[config.mk]
export PLATFORM = sky130hd
export DESIGN_NAME = uvf_cell
export DESIGN_NICKNAME = d
export VERILOG_FILES = /design/src/hdl/uvf_pkg.sv /design/src/hdl/uvf_cell.sv
export SDC_FILE = /design/constraint.sdc
export NUM_CORES = 1
export LEC_CHECK = 0
export BUFFER_PORTS_ARGS = -buffer_cell sky130_fd_sc_hd__buf_2
export CORE_ASPECT_RATIO = 0.7
export CORE_MARGIN = 5
export CORE_UTILIZATION = 40
export CTS_BUF_LIST = sky130_fd_sc_hd__clkbuf_4
export DETAILED_ROUTE_END_ITERATION = 10
export PLACE_DENSITY = 0.75
export SLEW_MARGIN = 20
export SYNTH_ARGS = -nofsm -noshare
export SYNTH_HDL_FRONTEND = slang
export SYNTH_SLANG_ARGS = --single-unit
[constraint.sdc]
create_clock -name clock -period 3.3 [get_ports clock]
set_input_delay 0.495 -clock clock [delete_from_list [all_inputs] [get_ports clock]]
set_output_delay 0.495 -clock clock [all_outputs]
set_load 0.1 [all_outputs]
[src/hdl/uvf_pkg.sv]
// Shared constants and the token type passed along the cell chain.
package uvf_pkg;

   localparam int STORE_DEPTH = 64;
   localparam int VALUE_W     = 32;
   localparam int COUNT_W     = 7;
   localparam int CNT_W       = $clog2(STORE_DEPTH + 1);

   typedef struct packed {
      logic                      valid;
      logic signed [VALUE_W-1:0] value;
      logic                      last;
      logic                      found;
      logic                      stored;
      logic [CNT_W-1:0]          count;
   } token_type;

endpackage

[src/hdl/uvf_cell.sv]
// One store cell: holds one value, checks each token, claims it if empty and new.
module uvf_cell
   import uvf_pkg::*;
(
   input  logic      clock,
   input  logic      reset,
   input  logic      advance,
   input  token_type tok_in,
   output token_type tok_out
);

   logic signed [VALUE_W-1:0] entry_ff, entry_in;
   logic                      full_ff, full_in;
   token_type                 pass_ff, pass_in;
   logic                      hit, take;

   always_comb begin
      hit  = tok_in.valid && full_ff && (entry_ff == tok_in.value);
      take = tok_in.valid && !full_ff && !tok_in.found && !tok_in.stored;

      pass_in        = tok_in;
      pass_in.found  = tok_in.found | hit;
      pass_in.stored = tok_in.stored | take;
      pass_in.count  = tok_in.count + CNT_W'(full_ff | take);

      entry_in = entry_ff;
      full_in  = full_ff;
      if (take) begin
         entry_in = tok_in.value;
         full_in  = 1'b1;
      end
      // the end of an array empties each cell as its last token passes
      if (tok_in.valid && tok_in.last) begin
         full_in = 1'b0;
      end
   end

   always_ff @(posedge clock) begin
      if (reset) begin
         full_ff       <= 1'b0;
         pass_ff.valid <= 1'b0;
      end else if (advance) begin
         full_ff <= full_in;
         pass_ff <= pass_in;
      end
   end

   always_ff @(posedge clock) begin
      if (advance) begin
         entry_ff <= entry_in;
      end
   end

   assign tok_out = pass_ff;

endmodule

==> results.txt, run 1 <==
The slew at the pin with the worst max-slew slack is 0.786 ns. The delay of the slowest critical-path stage came out at 0.38 ns. The total count of max-transition violations in the final report was 0.

The area growth from synthesis to layout is 27.7%. The minimum setup slack among reg-to-reg paths came out at 1.45 ns. For this design the static power due to leakage is 1.33 nW. The headroom to the max-slew limit is 47.5%. The global-route wire length before repair came out at 7.65 mm. In this run, synthesis inferred 74 flip-flops with an integrated enable. The number of port buffers came out at 88. STA classifies the critical path endpoint as a register. After synthesis the cells add up to 2790 um2. The hold-fix buffer count after cts came out at 0. The most used flip-flop cell after synthesis is sky130_fd_sc_hd__edfxtp_1. The slowest stage cell on the critical path is sky130_fd_sc_hd__dfxtp_1. The total wire length after detailed routing came out at 5.00 mm.

The H-tree depth reported by CTS came out at 3. TritonCTS built the clock tree. The count of nets left with antenna violations once routing finished came out at 0. The Yosys step of the flow raised 0 warnings. The arrival time of the worst setup path is 2.02 ns. The cell at the root of the clock tree is sky130_fd_sc_hd__clkbuf_4. Of all flip-flops after synthesis, the portion carrying an async set or reset was 0%.

The largest total area in the synthesized netlist belongs to sky130_fd_sc_hd__edfxtp_1. The core region area came out at 6760 um2. For the worst-skew pair, the clock arrives at the later sink with an insertion delay of 0.40 ns. Setup total negative slack on the finished layout was measured at 0 ns. The critical path goes through nor4b_2 > or2_2 > ha_1 > ha_1 > and3_1 > nand3_1 > xnor2_1. The ratio of final minimum period to clock period is 55.9%. The setup path with the least slack is of type reg -> reg. The die is 79.8 um tall.

In the routed layout, each cell is associated on average with a via count of 4.39. The number of different library cells used by synthesis comes to 19. Clock tree synthesis inserted a total of 9 buffers. Setup repair after global routing left no endpoint under its margin.

When the netlist entered floorplanning its net count stood at 190. The number of synthesized register bits came out at 76. The maximum number of pins on one net before global-route repair is 27. After synthesis, the most frequently instantiated cells are sky130_fd_sc_hd__edfxtp_1, sky130_fd_sc_hd__xnor2_1, sky130_fd_sc_hd__nand4_1. The post-cts gate resize count came out at 0. For this run, design rule violations remaining after detail routing come to 0. The die is 110 um wide.

The worst hold path belongs to the class in -> reg. The critical path data required time is 3.47 ns. The worst hold path begins at tok_in[9]. The sum of overflow across all layers after global routing is 0. The last weighted congestion value of the routability-driven placer is 0.792. The worst IR drop on VDD is 0.309 mV. The routed via count came out at 1507. The initial core utilization came out at 41.2%. The clock sink count came out at 76. The per-cell routed wire length is 14.6 um. The depth of the most critical reg-to-reg path is 7. The endpoint identified for the worst register-to-register timing path is tok_out[6]. The number of top-level pins is 89. The post-route clock skew came out at 0.00739 ns. The sequential cells in the finished layout cover a total of 2260 um2. At the end of the flow the core is filled with cells to 52.6%. A synthesized cell averages 19.6 um2.

After detailed placement, the design holds a cell count of 327. The filler cell count is 579. The relative contribution of sequential cells to total power came out at 51.3%.

The worst-path maximum fanout came out at 5. The number of global-route vias before repair came out at 1499. The part of the total power dissipated in combinational logic is 17.2%. The initial antenna violation count was 0. The worst setup path is launched from a register. Sorting the synthesized cells by area gives the leading types as sky130_fd_sc_hd__edfxtp_1, sky130_fd_sc_hd__xnor2_1, sky130_fd_sc_hd__nand4_1. The final HPWL from detailed placement came out at 3.72 mm. The internal power came out at 1.57 mW. The number of setup violations in the final report is 0. The run finished with clean final reports. The final antenna diode count came out at 0.

The smallest clock period supported by the final layout is computed as 1.85 ns. The top cell type by area accounts for 79.8% of the synthesized area. The fraction of the yosys area taken by sequential cells came out at 81.2%. The multi-input gate area in the final layout came out at 531 um2. The number of nets in the layout came out at 292.

The length of the first detailed-routing pass in iterations came out at 4. For this design the total switching power over the nets is 606 uW. Power spread over the standard cell area amounts to 612 nW/um2. No sink is reached through more buffers than the 2 on the longest clock path. In this run the core area contains 25 standard-cell rows. The clock group share of total power is 31.5%. The startpoint identified for the worst register-to-register timing path is full_ff.

The critical path's most frequent cell is sky130_fd_sc_hd__ha_1. The number of buffers inserted to repair setup after CTS is 0. In this run, the number of DRC markers left after iteration 0 of detailed routing was 37.

After clock tree synthesis, the clock-pin slew on the worst setup and hold paths is 0.11 ns. The cell count after synthesis came out at 142. The cell depth of the worst hold path is 1. The die covers 8760 um2. The share of total power consumed by net switching came out at 27.8%. The share of layout cells above drive strength 1 is 44.6%.

Derived from the worst setup path, the maximum achievable clock frequency is 0.542 GHz. The tool flagged a number of max-cap violations equal to 0. The filler-free cell count of the finished design came out at 343.

The worst hold path terminates at tok_out[9]. The number of hold violations in the final report was 0. The most instantiated library cell after synthesis is sky130_fd_sc_hd__edfxtp_1. For this run, the total global-route usage over all layers was measured as 12.1%.
placed cells by master (no fill, tap or decap), types with 2 or more instances in the layout:
master / Yosys / final
sky130_fd_sc_hd__buf_2: 0 / 88
sky130_fd_sc_hd__edfxtp_1: 74 / 74
sky130_fd_sc_hd__xnor2_1: 32 / 32
sky130_fd_sc_hd__clkbuf_4: 0 / 11
sky130_fd_sc_hd__nand4_1: 7 / 7
sky130_fd_sc_hd__xor2_1: 5 / 5
sky130_fd_sc_hd__nand3_1: 4 / 4
sky130_fd_sc_hd__nor2_1: 3 / 3
sky130_fd_sc_hd__bufinv_16: 0 / 3
sky130_fd_sc_hd__buf_4: 0 / 3
sky130_fd_sc_hd__and3_1: 2 / 2
sky130_fd_sc_hd__nor4_1: 2 / 2
sky130_fd_sc_hd__ha_1: 2 / 2
sky130_fd_sc_hd__clkinv_2: 0 / 2
sky130_fd_sc_hd__dfxtp_1: 2 / 2
registers in the layout (all words and copies together), names as in the netlist:
register	cells
entry_ff	32
tok_out	43
full_ff	1
logic make-up (layout without fill, tap and decap cells):
group	count (synthesis)	after routing	synth area share, %
xor gates and xnor gates	37	37	11.6
adders and majority gates	2	2	0.898
AOI/OAI and AO/OA	3	3	0.899
and+or+nand+nor	23	23	4.99
muxes	1	1	0.359
buffers and inverters	0	107	0
DFF	76	76	81.2
worst max-delay path by stage:
stage / to / from / slack, ns
floorplan: tok_out[0] / reset / 0.47
global placement: tok_out[6] / tok_in[42] / 1.25
detailed placement: tok_out[6] / tok_in[42] / 1.22
CTS: tok_out[6] / full_ff / 1.45
global route: tok_out[6] / full_ff / 1.31
finish: tok_out[6] / full_ff / 1.45
power by group through the flow:
stage	Sequential (mW)	Clock (mW)	Combinational, mW
5_1_grt	1.12	0.754	0.391
3_5_place_dp	1.14	0	0.377
2_1_floorplan	1.39	0	0.0428
6_report	1.12	0.686	0.374
4_1_cts	1.12	0.712	0.378
3_3_place_gp	1.14	0	0.374
routing by layer:
layer	GRT usage [%]	vias to the layer above	wire [um]	share of wire, %
met3	5.58	10	475	9.5
met5	0	-	0	0
met2	18.5	59	2270	45
met1	14.8	690	2180	43
met4	5.23	0	80	1.6
li1	-	748	-	-
worst max-delay path, delay by kind of cell (launching register included):
kind	cells	cell delay, ns
xor gates and xnor gates	1	0.13
adders and majority gates	2	0.35
and+or+nand+nor	4	0.76
DFF	1	0.38
area by class of cell:
cell class	count	share of cell area [%]
clock inverters	5	2.81
flip-flops and latches	76	63.6
repair buffers	91	13.0
clock buffers	11	2.32
multi-input cells	66	14.9
well taps	94	3.31
stage by stage:
step           cell area, um2  hold slack, ns  power [mW]  setup slack, ns
2_1_floorplan            2790           0.511        1.43            0.465
3_3_place_gp             3370           0.518        1.51             1.25
3_5_place_dp             3370           0.516        1.52             1.22
4_1_cts                  3560           0.253        2.21             1.45
5_1_grt                  3560           0.238        2.27             1.31
6_report                 3560           0.287        2.18             1.45
(Power assumes the default switching activity.)
==> inputs of run 2 (changes only) <==
- ABC_AREA: not set -> 1
- PLACE_DENSITY: 0.75 -> 0.74
- clock period: 3.3 -> 1.8 ns (I/O delays scaled with it)
==> run 2 against run 1 <==
Critical path depth grew 3. Clock power grew 63%. Core utilization fell by 1.0 points. Worst hold slack got worse by 0.22 ns. Critical path type unchanged. Clock skew up 0.0073 ns. Via count up 30%. Die area up 7.6%. Largest power group unchanged. Final area is 6.2% higher. Wire length grew 16%. Worst setup slack got worse by 1.3 ns. Synthesized cell count increased by 68%. Sequential share of layout area decreased by 3.7 points.
==> results.txt, run 2 <==
The slew at the pin with the worst max-slew slack is 0.501 ns (-0.285 ns). Leaving out fill and tap cells, the most frequent cell in the layout is sky130_fd_sc_hd__buf_2. The total nets after synthesis is 287 (+51%).

The cell count after synthesis is 239 (+68%). The number of synthesized register bits is 76 (unchanged). The filler cell count is 663 (+15%).

The initial core utilization is 41.3% (+0.077 points). By area the synthesized netlist is led by sky130_fd_sc_hd__edfxtp_1, sky130_fd_sc_hd__nand2_1, sky130_fd_sc_hd__inv_1. The number of hold violations in the final report came to 0 (unchanged). The hold-fix buffer count after cts is 0 (unchanged). The worst setup path is launched from a register. The final antenna diode count is 0 (unchanged).

The residual antenna-violating net count after detailed routing was 0 (unchanged). Setup repair after global routing left no endpoint under its margin. After synthesis, the most frequently instantiated cells are sky130_fd_sc_hd__edfxtp_1, sky130_fd_sc_hd__nand2_1, sky130_fd_sc_hd__inv_1. The post-route clock skew came out at 0.0147 ns (+0.00727 ns). The share of layout cells above drive strength 1 is 33.5% (-11 points). The floorplan die height is 82.7 um (+3.7%).

The power density of the placed cells came out at 1020 nW/um2 (+67%). In this design, the critical path's most frequently occurring cell is sky130_fd_sc_hd__ha_1. The number of nets in the layout came out at 390 (+34%).

The number of port buffers came out at 88 (unchanged). In this run the clock root is driven by a sky130_fd_sc_hd__clkbuf_4. The overall power consumption is 3.86 mW (+77%). The share of Yosys cell area claimed by the top area cell type was 73.5% (-6.3 points).

The number of cells in the design after placement came out at 429 (+31%). The floorplan die width is 114 um (+3.8%). The number of flops mapped to enable cells by yosys is 74 (unchanged).

In the layout the commonest cells are sky130_fd_sc_hd__buf_2, sky130_fd_sc_hd__edfxtp_1, sky130_fd_sc_hd__nand2_1, sky130_fd_sc_hd__inv_1, sky130_fd_sc_hd__nor2_1. The final cell utilization of the core came out at 51.6% (-1.0 points). The DRC violation total after the first TritonRoute iteration is 107 (+190%).

The row count came to 26 (+4.0%). The warning count from the yosys run is 0 (unchanged). Relative to the synthesized area, the layout overhead comes to 24.9%.

The distinct cell type count after synthesis was 19 (unchanged). The number of maximum-capacitance violations came out at 0 (unchanged). The final HPWL from detailed placement came out at 4.42 mm (+19%). The global-route wire length before repair is 9.13 mm (+19%). The delay of the slowest critical-path stage is 0.34 ns (-0.04 ns). The share of synthesized registers carrying an async set or reset came out at 0% (unchanged). The worst-path maximum fanout is 3 (-2). The post-cts gate resize count was 0 (unchanged). The die area is 9420 um2 (+7.6%).

TritonCTS built the clock tree. The CTS buffer count is 9 (unchanged). The critical path in this run is classified as reg -> reg. The timing-limited maximum frequency was 0.621 GHz (+15%). The path class of the tightest hold or removal check is in -> reg.

The worst IR drop on VDD came out at 0.504 mV (+63%). The number of flip-flops under the largest register name came out at 43 (unchanged). The number of setup violations in the final report is 0 (unchanged). The filler-free cell count of the finished design came out at 444 (+29%). The area of the mapped netlist is 3020 um2 (+8.5%). The remaining design rule violation count is 0 (unchanged). The routed via count is 1956 (+30%).

The slowest stage cell on the critical path is sky130_fd_sc_hd__dfxtp_1. The area of all placed cells without fillers came to 3780 um2 (+6.2%). The static leakage power came out at 1.66 nW (+25%). The length of the first detailed-routing pass in iterations came out at 4 (unchanged). The clock-pin slew reported for the worst setup and hold paths after clock tree synthesis came out at 0.11 ns (about the same). The initial antenna violation count is 0 (unchanged). The final critical path time including I/O delays and setup is 1.61 ns (-0.235 ns). The sum of negative setup slack came to 0 ns (unchanged). The signal on the critical path passes through inv_1 > nand3_2 > nor2_2 > inv_2 > nand2_1 > ha_1 > ha_1 > nand3_1 > nor2_1 > xor2_1. The total wire length after detailed routing was 5.81 mm (+16%). The worst-case setup margin in the final layout is 0.189 ns (-1.27 ns). The number of buffers inserted to repair setup after CTS came out at 0 (unchanged). The clock latency of the later-clocked register in the worst-skew pair is 0.40 ns (about the same). The number of top-level pins is 89 (unchanged). The placement-stage worst setup slack came out at 0.114 ns (-1.10 ns). The maximum root-to-sink buffer count came to 2 (unchanged). The ratio of final minimum period to clock period came out at 89.5% (+34 points). The critical path data required time came out at 1.95 ns (-1.52 ns).

The sum of overflow across all layers after global routing came out at 0 (unchanged). The synthesized design spends more area on one cell type than any other, namely sky130_fd_sc_hd__edfxtp_1. The instance area after placement came out at 3620 um2 (+7.4%).

The arrival time of the worst setup path is 1.76 ns (-0.26 ns). The worst setup path is captured at a register. The worst hold margin is 0.0691 ns (-0.218 ns). The per-cell routed wire length came out at 13.1 um (-10%). The number of global-route vias before repair came out at 2013 (+34%). The core region area came out at 7320 um2 (+8.3%).

The H-tree depth reported by CTS came out at 3 (unchanged). The most instantiated library cell after synthesis is sky130_fd_sc_hd__edfxtp_1. The average instance area after synthesis came out at 12.6 um2 (-36%).

The last weighted congestion value of the routability-driven placer was 0.761 (-3.8%). The fraction of the yosys area taken by sequential cells was 74.8% (-6.4 points). For this run, the leading register cell type out of synthesis is sky130_fd_sc_hd__edfxtp_1. The clock sink count is 76 (unchanged). The flow ran to the end, and the final reports show no timing, DRC or antenna violations. The headroom to the max-slew limit came out at 66.8% (+19 points). The total count of max-transition violations in the final report is 0 (unchanged).

The via density per instance came out at 4.41 (+0.27%). The maximum number of pins on one net before global-route repair came to 26 (-3.7%). The global-route usage over all layers was 12.7% (+0.62 points).
## run 2: area by class of cell
class	count	area (um2)	share of cell area, %
Clock inverter	5	77.6	2.05
Sequential cell	76	2260	59.9
Timing Repair Buffer	92	470	12.5
Clock buffer	10	75.1	1.99
Tap cell	98	123	3.25
Inverter	44	165	4.37
Multi-Input combinational cell	119	603	16.0
## run 2: power by group
group / internal (mW) / switching (mW)
registers: 2.03 / 0.0203
logic: 0.118 / 0.579
clock network: 0.568 / 0.551
total: 2.71 / 1.15
## run 2: cells by family after synthesis
family	synth area share, %
and+or+nand+nor	13.8
DFF	74.8
buffers and inverters	5.46
xor gates and xnor gates	4.06
AOI/OAI and AO/OA	0.993
adders and majority gates	0.828
## run 2: path summary, 6_finish.rpt
kind,start,end,slack [ns],cells after the start
max,full_ff,tok_out[6],0.19,10
min,tok_in[9],full_ff,0.07,2
min reg2reg,tok_out[42],tok_out[42],0.48,2
max reg2reg,full_ff,tok_out[6],0.19,10
## run 2: worst max-delay path, delay by kind of cell, from the launching register on
family | cells | cell delay (ns)
fa+ha+maj | 2 | 0.37
flops | 1 | 0.34
buf+inv | 2 | 0.13
simple gates | 5 | 0.44
xor+xnor | 1 | 0.08
## run 2: per-layer routing
metal	routed length, um	vias to the layer above	GRT usage, %
met5	0	-	0
met4	85	0	4.63
met3	377	10	4.81
met2	2800	58	22.0
met1	2550	900	14.8
li1	-	988	-
==> inputs of run 3 (changes only) <==
- PLACE_DENSITY: 0.74 -> 0.77
- clock period: 1.8 -> 1.3 ns (I/O delays scaled with it)
==> run 3 against run 2 <==
The run now ends with negative setup slack left. Power grew 39%. Final area grew 21%. Final cell count increased by 9.2%. Core utilization up 11 points. Wire length grew 16%. Sequential power rose by 39%. Flip-flop and latch count did not move. Critical path depth unchanged. Die area is the same. Maximum frequency is 14% higher. Largest cell class unchanged.
==> results.txt, run 3 (synthesis results as in run 2) <==
The run finished, with violations left. The checks that failed: negative setup slack. The initial core utilization came out at 41.3% (unchanged).

The per-cell routed wire length came to 13.8 um (+5.8%). The number of global-route vias before repair came out at 2289 (+14%). The final antenna diode count came out at 0 (unchanged).

The initial antenna violation count came out at 0 (unchanged). The library cell used most frequently in the layout, excluding fill and tap cells, is sky130_fd_sc_hd__edfxtp_1. The internal power came out at 3.72 mW (+37%).

The global-route usage over all layers came out at 14.6% (+1.8 points). The power density of the placed cells is 1180 nW/um2 (+15%). The slew at the pin with the worst max-slew slack is 0.289 ns (-0.212 ns). The kind of end point of the critical path is a register. The H-tree depth reported by CTS came out at 3 (unchanged). The clock-pin slew reported for the worst setup and hold paths after clock tree synthesis is 0.11 ns (about the same).

The static leakage power is 1.94 nW (+17%). The area growth from synthesis to layout came out at 50.6%. The sum of negative setup slack came out at -3.17 ns (-3.17 ns). The sum of overflow across all layers after global routing came to 0 (unchanged). The number of maximum-capacitance violations was 0 (unchanged). The row count is 26 (unchanged). The multi-input gate area in the final layout is 668 um2 (+11%). The floorplan die width is 114 um (unchanged).

The cell depth of the worst hold path was 3 (+1). The worst-case setup margin in the final layout came to -0.117 ns (-0.306 ns). The residual antenna-violating net count after detailed routing came out at 0 (unchanged). The number of setup violations in the final report is 36 (+36). The length of the first detailed-routing pass in iterations came out at 4 (unchanged). The tightest min-delay check is of the in -> reg type. The instance area after placement is 3730 um2 (+2.9%). The share of layout cells above drive strength 1 came out at 35.4% (+1.9 points).

The die area came out at 9420 um2 (unchanged). The maximum root-to-sink buffer count was 2 (unchanged). The maximum number of pins on one net before global-route repair was 43 (+65%).

The filler cell count came out at 576 (-13%). The area of all placed cells without fillers is 4550 um2 (+21%). The global-route wire length before repair is 10.4 mm (+14%). The last weighted congestion value of the routability-driven placer came out at 0.695 (-8.7%).

The core region area is 7320 um2 (unchanged). The number of nets in the layout came out at 432 (+11%). The number of hold violations in the final report came out at 0 (unchanged).

The worst-path maximum fanout came out at 3 (unchanged). The timing-limited maximum frequency is 0.706 GHz (+14%). The library cells used most frequently in the layout, excluding fill and tap cells, are sky130_fd_sc_hd__edfxtp_1, sky130_fd_sc_hd__nand2_1, sky130_fd_sc_hd__inv_1, sky130_fd_sc_hd__buf_2, sky130_fd_sc_hd__dlygate4sd3_1. The overall power consumption came out at 5.36 mW (+39%). The number of port buffers came out at 88 (unchanged). The routed via count came out at 2162 (+11%). Setup repair after global routing could not meet its margin everywhere. The arrival time of the worst setup path is 1.59 ns (-0.17 ns). The part of the total power dissipated in combinational logic came out at 22.2% (+4.2 points).

The final critical path time including I/O delays and setup is 1.42 ns (-0.194 ns). The relative contribution of sequential cells to total power is 53.2% (+0.2 points). The net switching power figure is 1.64 mW (+43%).

The filler-free cell count of the finished design is 485 (+9.2%). The via density per instance came out at 4.46 (+1.2%). The worst setup path is of the reg -> reg kind. The number of cells in the design after placement came out at 433 (+0.93%). The total wire length after detailed routing came out at 6.71 mm (+16%). The clock sink count came to 76 (unchanged). The critical path data required time is 1.47 ns (-0.48 ns). The number of flip-flops under the largest register name came to 43 (unchanged). The worst IR drop on VDD came out at 0.801 mV (+59%). The worst register-to-register path ends at tok_out[6]. The worst hold path terminates at tok_out[7].

The DRC violation total after the first TritonRoute iteration is 69 (-36%). The depth of the most critical reg-to-reg path came out at 10 (unchanged). The remaining design rule violation count is 0 (unchanged). The ratio of final minimum period to clock period came out at 109% (+19 points). The number of top-level pins came out at 89 (unchanged). The worst hold path begins at tok_in[7].

TritonCTS built the clock tree. The clock latency of the later-clocked register in the worst-skew pair came out at 0.41 ns (about the same). The CTS buffer count is 9 (unchanged). The headroom to the max-slew limit is 80.9% (+14 points). The register area is 2260 um2 (about the same). The minimum setup slack among reg-to-reg paths came out at -0.12 ns (-0.31 ns). The worst register-to-register path begins at full_ff. The final HPWL from detailed placement is 4.37 mm (-1.2%). The floorplan die height is 82.7 um (unchanged).

The share of total power consumed by net switching came out at 30.6% (+0.85 points). STA classifies the critical path startpoint as a register. The clock group share of total power is 24.6% (-4.4 points). The total count of max-transition violations in the final report is 0 (unchanged). In this run the clock root is driven by a sky130_fd_sc_hd__clkbuf_4. The post-route clock skew is 0.0125 ns (-0.00213 ns).
-- run 3: cell types whose count changed in the layout (fill, tap and decap cells not counted), moves of 3 or more --
cell	delta
sky130_fd_sc_hd__nand2_2	+3
sky130_fd_sc_hd__dlygate4sd3_1	+34
sky130_fd_sc_hd__buf_4	+18
sky130_fd_sc_hd__buf_6	+27
sky130_fd_sc_hd__nand2_1	-3
sky130_fd_sc_hd__buf_2	-46
sky130_fd_sc_hd__nor2_1	-4
sky130_fd_sc_hd__buf_12	+5
sky130_fd_sc_hd__clkbuf_16	+3
sky130_fd_sc_hd__nor2_2	+4
-- run 3: cell type report --
class,instances,share of cell area (%)
clock inverter,5,1.21
inverter,44,3.63
sequential,76,49.7
tap,98,2.69
multi-input combinational,119,14.7
timing repair buffer,134,26.6
clock buffer,9,1.48
-- run 3: worst max-delay path by stage --
| stage | to | depth (start not counted) | start |
|---|---|---|---|
| floorplan | entry_ff[0] | 5 | full_ff |
| global placement | tok_out[6] | 11 | tok_in[8] |
| detailed placement | tok_out[6] | 11 | tok_in[8] |
| CTS | tok_out[6] | 10 | full_ff |
| global route | tok_out[6] | 10 | full_ff |
| finish | tok_out[6] | 10 | full_ff |
-- run 3: power groups by stage --
stage | sequential [mW] | combinational, mW | clock (mW)
CTS | 2.84 | 1.14 | 1.38
floorplan | 3.51 | 0.130 | 0
global route | 2.86 | 1.24 | 1.50
finish | 2.85 | 1.19 | 1.32
detailed placement | 2.89 | 1.00 | 0
global placement | 2.89 | 0.985 | 0
-- run 3: stage by stage --
stage                     utilization, %  hold slack (ns)  setup slack (ns)
final                               62.2           0.0782            -0.117
after global routing                62.2           0.0343            -0.218
after CTS                           59.0           0.0426            -0.134
after detailed placement            50.9            0.406            -0.248
after global placement              50.9            0.392            -0.209
after floorplan                        -            0.261            -0.150
-- run 3: routing by layer --
metal	GRT usage, %	vias up	wire, um
li1	-	1075	-
met1	16.0	1012	2770
met2	27.0	65	3440
met3	4.59	10	420
met4	5.46	0	82
met5	0	-	0
-- run 3: critical path, stage by stage, from the launching register on --
cell                      delay, ns
sky130_fd_sc_hd__dfxtp_2       0.34
sky130_fd_sc_hd__inv_2         0.06
sky130_fd_sc_hd__nand3_2       0.07
sky130_fd_sc_hd__nor2_2        0.10
sky130_fd_sc_hd__inv_2         0.05
sky130_fd_sc_hd__nand2_2       0.07
sky130_fd_sc_hd__ha_4          0.14
sky130_fd_sc_hd__ha_4          0.14
sky130_fd_sc_hd__nand3_2       0.06
sky130_fd_sc_hd__nor2_2        0.09
sky130_fd_sc_hd__xor2_1        0.07
-- run 3: what timing repair did --
action / in CTS / in global routing
resized for setup: 48 / 36
hold endpoints to repair: 67 / 0
setup endpoints to repair: 75 / 65
buffers inserted: 0 / 1
gates cloned: 0 / 4
hold buffers: 34 / 0
pin swaps: 2 / 7
